**src/hw/rtl/jrdc_pkg.sv**
```systemverilog
// Shared types, constants and helpers for the journal record deframer/checker.
package jrdc_pkg;

  localparam int unsigned REC_LEN_CAP = 8192;
  localparam int unsigned LEN_W      = 14;
  localparam int unsigned OFF_W      = 24;
  localparam int unsigned CFG_W      = 24;
  localparam int unsigned CFG_IDX_W  = 2;
  localparam int unsigned HDR_BYTES  = 12;

  localparam logic [31:0] FNV_BASIS = 32'd2166136261;
  localparam logic [31:0] FNV_PRIME = 32'd16777619;

  localparam logic [LEN_W-1:0] MAX_LEN_RST  = LEN_W'(REC_LEN_CAP);
  localparam logic [OFF_W-1:0] CAPACITY_RST = OFF_W'(8 * 1024 * 1024);

  localparam logic [CFG_IDX_W-1:0] CFG_MAX_LEN  = CFG_IDX_W'(0);
  localparam logic [CFG_IDX_W-1:0] CFG_CAPACITY = CFG_IDX_W'(1);

  typedef enum logic [2:0] {
    EV_PAYLOAD  = 3'd0,
    EV_ACCEPT   = 3'd1,
    EV_BAD_HDR  = 3'd2,
    EV_MISMATCH = 3'd3,
    EV_CAPACITY = 3'd4,
    EV_CLEAN    = 3'd5,
    EV_TRUNC    = 3'd6
  } event_t;

  typedef enum logic [1:0] {
    PH_HEADER  = 2'd0,
    PH_PAYLOAD = 2'd1,
    PH_HALTED  = 2'd2
  } phase_t;

  localparam logic KIND_BYTE = 1'b0;
  localparam logic KIND_EOS  = 1'b1;

  typedef struct packed {
    logic       kind;
    logic [7:0] data_byte;
  } in_beat_t;

  typedef struct packed {
    event_t             event_res;
    logic [7:0]         payload_byte;
    logic [OFF_W-1:0]   offset;
    logic [LEN_W-1:0]   record_length;
  } out_beat_t;

  typedef struct packed {
    logic [LEN_W-1:0] max_len;
    logic [OFF_W-1:0] capacity;
  } cfg_t;

  typedef struct packed {
    logic      vld;
    out_beat_t beat;
  } eng_res_t;

  // "WAL1"
  function automatic logic [7:0] magic_byte(input logic [1:0] idx);
    logic [7:0] b;
    case (idx)
      2'd0:    b = 8'h57;
      2'd1:    b = 8'h41;
      2'd2:    b = 8'h4C;
      2'd3:    b = 8'h31;
      default: b = 8'h00;
    endcase
    return b;
  endfunction

endpackage

```
**src/hw/rtl/jrdc_cfg.sv**
```systemverilog
// Configuration registers: record length limit and journal capacity.
module jrdc_cfg (
  input  logic                             clk,
  input  logic                             rst_n,
  input  logic                             cfg_we,
  input  logic [jrdc_pkg::CFG_IDX_W-1:0]   cfg_index,
  input  logic [jrdc_pkg::CFG_W-1:0]       cfg_wdata,
  output jrdc_pkg::cfg_t                   cfg
);
  import jrdc_pkg::*;

  logic [LEN_W-1:0] max_len_r;
  logic [OFF_W-1:0] capacity_r;

  always_ff @(posedge clk) begin
    if (!rst_n) begin
      max_len_r  <= MAX_LEN_RST;
      capacity_r <= CAPACITY_RST;
    end else if (cfg_we) begin
      case (cfg_index)
        CFG_MAX_LEN:  max_len_r  <= cfg_wdata[LEN_W-1:0];
        CFG_CAPACITY: capacity_r <= cfg_wdata[OFF_W-1:0];
        default: ;
      endcase
    end
  end

  assign cfg.max_len  = max_len_r;
  assign cfg.capacity = capacity_r;

endmodule

```
**src/hw/rtl/jrdc_in_reg.sv**
```systemverilog
// Input register stage with stall generation.
module jrdc_in_reg (
  input  logic               clk,
  input  logic               rst_n,
  input  logic               in_valid,
  output logic               in_stall,
  input  jrdc_pkg::in_beat_t in_beat,
  input  logic               advance,
  output logic               beat_vld,
  output jrdc_pkg::in_beat_t beat
);
  import jrdc_pkg::*;

  logic     vld_r;
  in_beat_t beat_r;
  logic     take;

  assign in_stall = vld_r && !advance;
  assign take     = in_valid && !in_stall;

  always_ff @(posedge clk) begin
    if (!rst_n) begin
      vld_r <= 1'b0;
    end else if (!in_stall) begin
      vld_r <= in_valid;
    end
  end

  always_ff @(posedge clk) begin
    if (take) begin
      beat_r <= in_beat;
    end
  end

  assign beat_vld = vld_r;
  assign beat     = beat_r;

endmodule

```
**src/hw/rtl/jrdc_engine.sv**
```systemverilog
// Deframing state, header checks, FNV-1a hash and verdict logic.
module jrdc_engine (
  input  logic                clk,
  input  logic                rst_n,
  input  logic                fire,
  input  jrdc_pkg::in_beat_t  beat,
  input  jrdc_pkg::cfg_t      cfg,
  output jrdc_pkg::eng_res_t  res,
  output jrdc_pkg::phase_t    phase
);
  import jrdc_pkg::*;

  phase_t           phase_r,    phase_nxt;
  logic [3:0]       hcnt_r,     hcnt_nxt;
  logic             magic_ok_r, magic_ok_nxt;
  logic [31:0]      len_r,      len_nxt;
  logic [31:0]      sum_r,      sum_nxt;
  logic [31:0]      hash_r,     hash_nxt;
  logic [LEN_W-1:0] pcnt_r,     pcnt_nxt;
  logic [OFF_W-1:0] rec_off_r,  rec_off_nxt;
  logic [OFF_W:0]   end_off_r,  end_off_nxt;

  logic [LEN_W-1:0] limit;
  logic [31:0]      hash_step;
  logic [LEN_W-1:0] pcnt_inc;
  logic             hdr_bad;

  assign limit     = (cfg.max_len < MAX_LEN_RST) ? cfg.max_len : MAX_LEN_RST;
  assign hash_step = 32'((hash_r ^ {24'd0, beat.data_byte}) * FNV_PRIME);
  assign pcnt_inc  = pcnt_r + LEN_W'(1);
  assign hdr_bad   = !magic_ok_r || (len_r == 32'd0) ||
                     (len_r > {{(32-LEN_W){1'b0}}, limit});

  // next state
  always_comb begin
    phase_nxt    = phase_r;
    hcnt_nxt     = hcnt_r;
    magic_ok_nxt = magic_ok_r;
    len_nxt      = len_r;
    sum_nxt      = sum_r;
    hash_nxt     = hash_r;
    pcnt_nxt     = pcnt_r;
    rec_off_nxt  = rec_off_r;
    end_off_nxt  = end_off_r;
    case (phase_r)
      PH_HEADER: begin
        if (beat.kind == KIND_EOS) begin
          phase_nxt = PH_HALTED;
        end else begin
          if (hcnt_r < 4'd4) begin
            if (beat.data_byte != magic_byte(hcnt_r[1:0])) magic_ok_nxt = 1'b0;
          end else if (hcnt_r < 4'd8) begin
            len_nxt = {len_r[23:0], beat.data_byte};
          end else begin
            sum_nxt = {sum_r[23:0], beat.data_byte};
          end
          hcnt_nxt = hcnt_r + 4'd1;
          if (hcnt_r == 4'(HDR_BYTES - 1)) begin
            if (hdr_bad) begin
              phase_nxt = PH_HALTED;
            end else begin
              phase_nxt   = PH_PAYLOAD;
              pcnt_nxt    = '0;
              hash_nxt    = FNV_BASIS;
              end_off_nxt = {1'b0, rec_off_r} + (OFF_W+1)'(HDR_BYTES) +
                            (OFF_W+1)'(len_r[LEN_W-1:0]);
            end
          end
        end
      end
      PH_PAYLOAD: begin
        if (beat.kind == KIND_EOS) begin
          phase_nxt = PH_HALTED;
        end else begin
          hash_nxt = hash_step;
          pcnt_nxt = pcnt_inc;
          if (pcnt_inc >= len_r[LEN_W-1:0]) begin
            if (hash_step != sum_r || end_off_r > {1'b0, cfg.capacity}) begin
              phase_nxt = PH_HALTED;
            end else begin
              rec_off_nxt  = end_off_r[OFF_W-1:0];
              phase_nxt    = PH_HEADER;
              hcnt_nxt     = '0;
              magic_ok_nxt = 1'b1;
              len_nxt      = '0;
              sum_nxt      = '0;
              hash_nxt     = FNV_BASIS;
              pcnt_nxt     = '0;
            end
          end
        end
      end
      default: ;
    endcase
  end

  // result
  always_comb begin
    res                    = '0;
    res.beat.offset        = rec_off_r;
    res.beat.payload_byte  = beat.data_byte;
    res.beat.record_length = len_r[LEN_W-1:0];
    case (phase_r)
      PH_HEADER: begin
        res.beat.payload_byte  = 8'd0;
        res.beat.record_length = '0;
        if (beat.kind == KIND_EOS) begin
          res.vld            = 1'b1;
          res.beat.event_res = (hcnt_r == 4'd0) ? EV_CLEAN : EV_TRUNC;
        end else if (hcnt_r == 4'(HDR_BYTES - 1) && hdr_bad) begin
          res.vld            = 1'b1;
          res.beat.event_res = EV_BAD_HDR;
        end
      end
      PH_PAYLOAD: begin
        res.vld = 1'b1;
        if (beat.kind == KIND_EOS) begin
          res.beat.event_res    = EV_TRUNC;
          res.beat.payload_byte = 8'd0;
        end else if (pcnt_inc < len_r[LEN_W-1:0]) begin
          res.beat.event_res = EV_PAYLOAD;
        end else if (hash_step != sum_r) begin
          res.beat.event_res = EV_MISMATCH;
        end else if (end_off_r > {1'b0, cfg.capacity}) begin
          res.beat.event_res = EV_CAPACITY;
        end else begin
          res.beat.event_res = EV_ACCEPT;
          res.beat.offset    = end_off_r[OFF_W-1:0];
        end
      end
      default: ;
    endcase
  end

  always_ff @(posedge clk) begin
    if (!rst_n) begin
      phase_r    <= PH_HEADER;
      hcnt_r     <= '0;
      magic_ok_r <= 1'b1;
      len_r      <= '0;
      sum_r      <= '0;
      hash_r     <= FNV_BASIS;
      pcnt_r     <= '0;
      rec_off_r  <= '0;
      end_off_r  <= '0;
    end else if (fire) begin
      phase_r    <= phase_nxt;
      hcnt_r     <= hcnt_nxt;
      magic_ok_r <= magic_ok_nxt;
      len_r      <= len_nxt;
      sum_r      <= sum_nxt;
      hash_r     <= hash_nxt;
      pcnt_r     <= pcnt_nxt;
      rec_off_r  <= rec_off_nxt;
      end_off_r  <= end_off_nxt;
    end
  end

  assign phase = phase_r;

endmodule

```
**src/hw/rtl/jrdc_out_reg.sv**
```systemverilog
// Result register holding one beat until the sink takes it.
module jrdc_out_reg (
  input  logic                clk,
  input  logic                rst_n,
  input  logic                advance,
  input  logic                load_vld,
  input  jrdc_pkg::out_beat_t load_beat,
  output logic                out_valid,
  output jrdc_pkg::out_beat_t out_beat
);
  import jrdc_pkg::*;

  logic      vld_r;
  out_beat_t beat_r;

  always_ff @(posedge clk) begin
    if (!rst_n) begin
      vld_r <= 1'b0;
    end else if (advance) begin
      vld_r <= load_vld;
    end
  end

  always_ff @(posedge clk) begin
    if (advance && load_vld) begin
      beat_r <= load_beat;
    end
  end

  assign out_valid = vld_r;
  assign out_beat  = beat_r;

endmodule

```
**src/hw/rtl/journal_record_deframer_checker_core.sv**
```systemverilog
// Top level of the journal record deframer and FNV-1a checker.
//
//   channel | direction | handshake          | beat
//   in_     | sink      | in_valid/in_stall   | in_beat_t  {kind, data_byte}
//   out_    | source    | out_valid/out_stall | out_beat_t {event_res, payload_byte,
//           |           |                     |             offset, record_length}
//   cfg_    | sink      | cfg_we              | cfg_index, cfg_wdata
//
// One byte per cycle sustained while the result side does not stall; an accepted
// byte passes through the input register, then hash/verdict logic into the result register.
// The FNV step is one constant multiply per byte, so the hash loop sets the pace.
// Reset is synchronous, active low; no clearing pass is needed.
// A stalled result holds the input stage; beats that give no result still
// wait for a free result register.
module journal_record_deframer_checker_core (
  input  logic                           clk,
  input  logic                           rst_n,
  input  logic                           in_valid,
  output logic                           in_stall,
  input  jrdc_pkg::in_beat_t             in_beat,
  output logic                           out_valid,
  input  logic                           out_stall,
  output jrdc_pkg::out_beat_t            out_beat,
  input  logic                           cfg_we,
  input  logic [jrdc_pkg::CFG_IDX_W-1:0] cfg_index,
  input  logic [jrdc_pkg::CFG_W-1:0]     cfg_wdata
);
  import jrdc_pkg::*;

  cfg_t     cfg;
  in_beat_t beat;
  logic     beat_vld;
  logic     advance;
  logic     fire;
  eng_res_t res;
  phase_t   phase;

  assign advance = !out_valid || !out_stall;
  assign fire    = beat_vld && advance;

  jrdc_cfg u_cfg (
    .clk       (clk),
    .rst_n     (rst_n),
    .cfg_we    (cfg_we),
    .cfg_index (cfg_index),
    .cfg_wdata (cfg_wdata),
    .cfg       (cfg)
  );

  jrdc_in_reg u_in_reg (
    .clk      (clk),
    .rst_n    (rst_n),
    .in_valid (in_valid),
    .in_stall (in_stall),
    .in_beat  (in_beat),
    .advance  (advance),
    .beat_vld (beat_vld),
    .beat     (beat)
  );

  jrdc_engine u_engine (
    .clk   (clk),
    .rst_n (rst_n),
    .fire  (fire),
    .beat  (beat),
    .cfg   (cfg),
    .res   (res),
    .phase (phase)
  );

  jrdc_out_reg u_out_reg (
    .clk       (clk),
    .rst_n     (rst_n),
    .advance   (advance),
    .load_vld  (beat_vld && res.vld),
    .load_beat (res.beat),
    .out_valid (out_valid),
    .out_beat  (out_beat)
  );

`ifndef NO_ASSERTIONS
  a_stall_needs_beat: assert property (@(posedge clk) disable iff (!rst_n)
    in_stall |-> (beat_vld && out_valid))
    else $error("input stalled without a pending beat");

  a_payload_len: assert property (@(posedge clk) disable iff (!rst_n)
    (out_valid && out_beat.event_res == EV_PAYLOAD) |-> (out_beat.record_length != '0))
    else $error("payload beat with zero record length");

  a_verdict_halts: assert property (@(posedge clk) disable iff (!rst_n)
    (fire && res.vld && res.beat.event_res != EV_PAYLOAD &&
     res.beat.event_res != EV_ACCEPT) |=> (phase == PH_HALTED))
    else $error("failing verdict did not halt");

  a_halted_silent: assert property (@(posedge clk) disable iff (!rst_n)
    (phase == PH_HALTED) |-> !res.vld)
    else $error("result produced while halted");
`endif

endmodule

```
**config.mk**
```make
export PLATFORM = sky130hd
export DESIGN_NAME = journal_record_deframer_checker_core
export DESIGN_NICKNAME = d
export VERILOG_FILES = /design/src/hw/rtl/jrdc_pkg.sv /design/src/hw/rtl/jrdc_cfg.sv /design/src/hw/rtl/jrdc_in_reg.sv /design/src/hw/rtl/jrdc_engine.sv /design/src/hw/rtl/jrdc_out_reg.sv /design/src/hw/rtl/journal_record_deframer_checker_core.sv
export SDC_FILE = /design/constraint.sdc
export NUM_CORES = 1
export LEC_CHECK = 0
export BUFFER_PORTS_ARGS = -buffer_cell sky130_fd_sc_hd__buf_2
export CAP_MARGIN = 0
export CORE_ASPECT_RATIO = 0.9
export CORE_UTILIZATION = 30
export CTS_BUF_LIST = sky130_fd_sc_hd__clkbuf_16
export CTS_CLUSTER_DIAMETER = 50
export CTS_CLUSTER_SIZE = 12
export DETAILED_ROUTE_END_ITERATION = 16
export PLACE_DENSITY = 0.43
export SLEW_MARGIN = 20
export SYNTH_ARGS = -nofsm -noshare
export SYNTH_HDL_FRONTEND = slang
export SYNTH_HIERARCHICAL = 1
export SYNTH_SLANG_ARGS = --single-unit
```
**constraint.sdc**
```tcl
create_clock -name clk -period 8.6 [get_ports clk]
set_clock_uncertainty 0.15 [all_clocks]
set_input_delay 1.72 -clock clk [delete_from_list [all_inputs] [get_ports clk]]
set_output_delay 1.72 -clock clk [all_outputs]
set_load 0.01 [all_outputs]
```
==> results_dict.tcl <==
set metrics [dict create \
    status "finished, final reports clean" \
    clk_path_buf_depth 3 \
    pwr-share-seq_pct 25.2 \
    crit_fanout 25 \
    fin_crit_ns 8.214 \
    p_comb_share_pct 43.6 \
    ant_nets 0 \
    yosys.area.top_type_share_pct 21.76 \
    final_area_um2 21620 \
    layout.nets 2465 \
    synth_warnings 6 \
    dpl.hpwl_um 41590 \
    hold_class "flip-flop to flip-flop" \
    syn_inst 2000 \
    hold_violations 0 \
    slew_viol_final 0 \
    synth_area_leaders "dfxtp_1, ha_1, edfxtp_1" \
    clkPwrFrac_pct 31.1 \
    drive_gt1_share_pct 11.55 \
    crit_required_ns 8.73 \
    synth.avg_cell_area_um2 9.478 \
    finalSetupViolations 0 \
    synth_nets 2382 \
    grt_pass1_vias 14490 \
    arrival_ns 8.35 \
    drc_errors 0 \
    seq_area_frac_synth_pct 30.94 \
    first_iter_violations 730 \
    yosys.area.top_type "dfxtp_1" \
    syn_area_um2 18960 \
    ys_top_cells_by_count "ha_1, inv_1, dfxtp_1, nand2_1, nor2_1" \
    rsz0062_at_grt "no" \
    fp.dieH_um 240.5 \
    clock.fmax_ghz 0.1217 \
    antenna_found_initial 2 \
    switchingPower_mw 2.048 \
    post_dp_cell_area_um2 20320 \
    gp_congestion 0.8353 \
    endpoint_kind "flip-flop" \
    area_growth_pct 14.07 \
    drt_wl_total_um 54390 \
    synth_most_common_cell "ha_1" \
    tns_ns 0 \
    io_pins 91 \
    initial_core_util_pct 30.28 \
    h-tree-depth 2 \
    fin_cells 2958 \
    grt_max_degree 78 \
    numClockSinks 264 \
    path_clk_slew_ns 0.06 \
    finalCritPeriodShare_pct 95.52 \
    crit_type "flip-flop to flip-flop" \
    cap_violations 0 \
    ys_dominant_reg_cell "dfxtp_1" \
    critPathLaunchType "flip-flop" \
    grt_overflow 0 \
    finalPower_mw 5.164 \
    synth.distinct_cells 93 \
    track_usage_pct 17.23 \
    worst_pin_slew_ns 1.148 \
    cts_made_buffers 37 \
    avgViaCountPerCell 4.832 \
    dp.cells 2888 \
    p_leak_nw 9.817 \
    synth_seq_cells 264 \
    port_buffers 90 \
    insertion_delay_ns 0.56 \
    num_vias 14290 \
    cts_tree "done" \
    netSwitchingFraction_pct 39.67 \
    drt-wirelength-per-cell_um 18.39 \
    dieArea_um2 64200 \
    synthArstFlopShare_pct 0 \
    rows 87 \
    relSlewSlack_pct 23.50 \
    cts_hold_buf 0 \
    cts_root_buffer "clkbuf_16" \
    ir_drop_mv 0.1451 \
    die_x_um 267.0 \
    internal-power_mw 3.116 \
    power_density_nw_per_um2 238.8 \
    core_area_um2 62590 \
    synth_edf_count 58 \
    first_pass_iters 5 \
    grt_pass1_wl_um 84630 \
]
## path summary, 6_finish.rpt
kind                                                 startpoint                                to  cells past startpoint  slack (ns)
worst max-delay path                 u_in_reg/beat[3]$_DFFE_PP_  u_out_reg/out_beat[29]$_DFFE_PP_                     27        0.39
worst min-delay path            u_cfg/max_len_r[0]$_SDFFE_PN0P_   u_cfg/max_len_r[0]$_SDFFE_PN0P_                      2        0.31
worst max register to register       u_in_reg/beat[3]$_DFFE_PP_  u_out_reg/out_beat[29]$_DFFE_PP_                     27        0.39
worst min register to register  u_cfg/max_len_r[0]$_SDFFE_PN0P_   u_cfg/max_len_r[0]$_SDFFE_PN0P_                      2        0.31
## state kept, by name, indices dropped and copies added, names as in the netlist, 24 cells and up
signal / flops
u_cfg/capacity_r: 24
u_engine/end_off_r: 25
u_out_reg/out_beat: 49
u_engine/sum_r: 32
u_engine/hash_r: 32
u_engine/rec_off_r: 24
u_engine/len_r: 32
## metal layers
metal | track usage [%] | wire length [µm] | vias to the layer above
met2 | 26.52 | 23530 | 254
li1 | - | - | 7054
met5 | 0 | 13 | -
met3 | 2.857 | 2440 | 65
met1 | 24.75 | 27370 | 6918
met4 | 4.441 | 1029 | 2
## final cells by class
class	count	area, µm²
fill	6448	40970
timing repair buffer	122	690.7
clock inverter	30	326.6
tap	845	1057
antenna	1	2.502
multi-input combinational	1392	11730
sequential	264	5866
clock buffer	38	950.9
inverter	266	998.5
## power groups by stage
stage / combinational [mW] / sequential [mW] / clock [mW]
floorplan: 1.72 / 1.32 / 0
global placement: 2.25 / 1.33 / 0
detailed placement: 2.25 / 1.33 / 0
CTS: 2.27 / 1.30 / 1.66
global route: 2.53 / 1.31 / 1.71
finish: 2.25 / 1.30 / 1.61
## stage by stage
stage	hold WS [ns]	utilization (%)	setup slack, ns
2_1_floorplan	0.2802	-	1.470
3_3_place_gp	0.2896	32.45	0.01933
3_5_place_dp	0.2967	32.46	-0.03171
4_1_cts	0.3099	34.52	0.1383
5_1_grt	0.3216	34.54	0.01141
6_report	0.3056	34.54	0.3857
## logic make-up (layout without fill, tap and decap cells)
kind of cell / Yosys count / count (layout) / synth area share (%)
simple gates: 456 / 456 / 11.52
compound gates: 374 / 374 / 13.43
buf+inv: 344 / 456 / 7.380
fa+ha+maj: 342 / 342 / 25.54
flops: 264 / 264 / 30.94
xor+xnor: 120 / 120 / 5.743
mux: 100 / 100 / 5.432
other cells: 0 / 1 / 0
## worst max-delay path: stages (launching register included)
cell and delay [ns]:
edfxtp_1 0.53, xor2_2 0.41, ha_1 0.33, xnor2_1 0.38
inv_1 0.16, fa_1 0.55, inv_1 0.05, ha_1 0.21
fa_1 0.48, ha_1 0.29, inv_1 0.05, fa_1 0.54
inv_1 0.04, ha_1 0.40, a21oi_1 0.32, o21ai_1 0.19
a21oi_4 0.30, o21bai_2 0.12, a31o_1 0.23, xor2_1 0.28
xor2_1 0.10, or4_1 0.53, nand4bb_1 0.27, nor4_2 0.17
buf_4 0.18, nand2_2 0.05, buf_4 0.26, mux2_2 0.33
## placed cells by master, fill, tap and decap left out, types with 32 or more instances in the layout
cell and count:
xor2_1 50, xnor2_1 66, inv_1 274, o21ai_0 74
a21oi_1 93, mux2i_1 77, edfxtp_1 58, buf_4 32
a22o_1 47, fa_1 75, clkbuf_16 38, dfxtp_1 206
nor2_1 105, ha_1 267, buf_2 90, nand2_1 182
## what timing repair did
action                     4_1_cts  5_1_grt
buffers inserted                 0        1
setup endpoints to repair       67      143
gates resized for setup          1        1
cloned                           0        0
No activity file was read; power rests on OpenSTA's default activity.
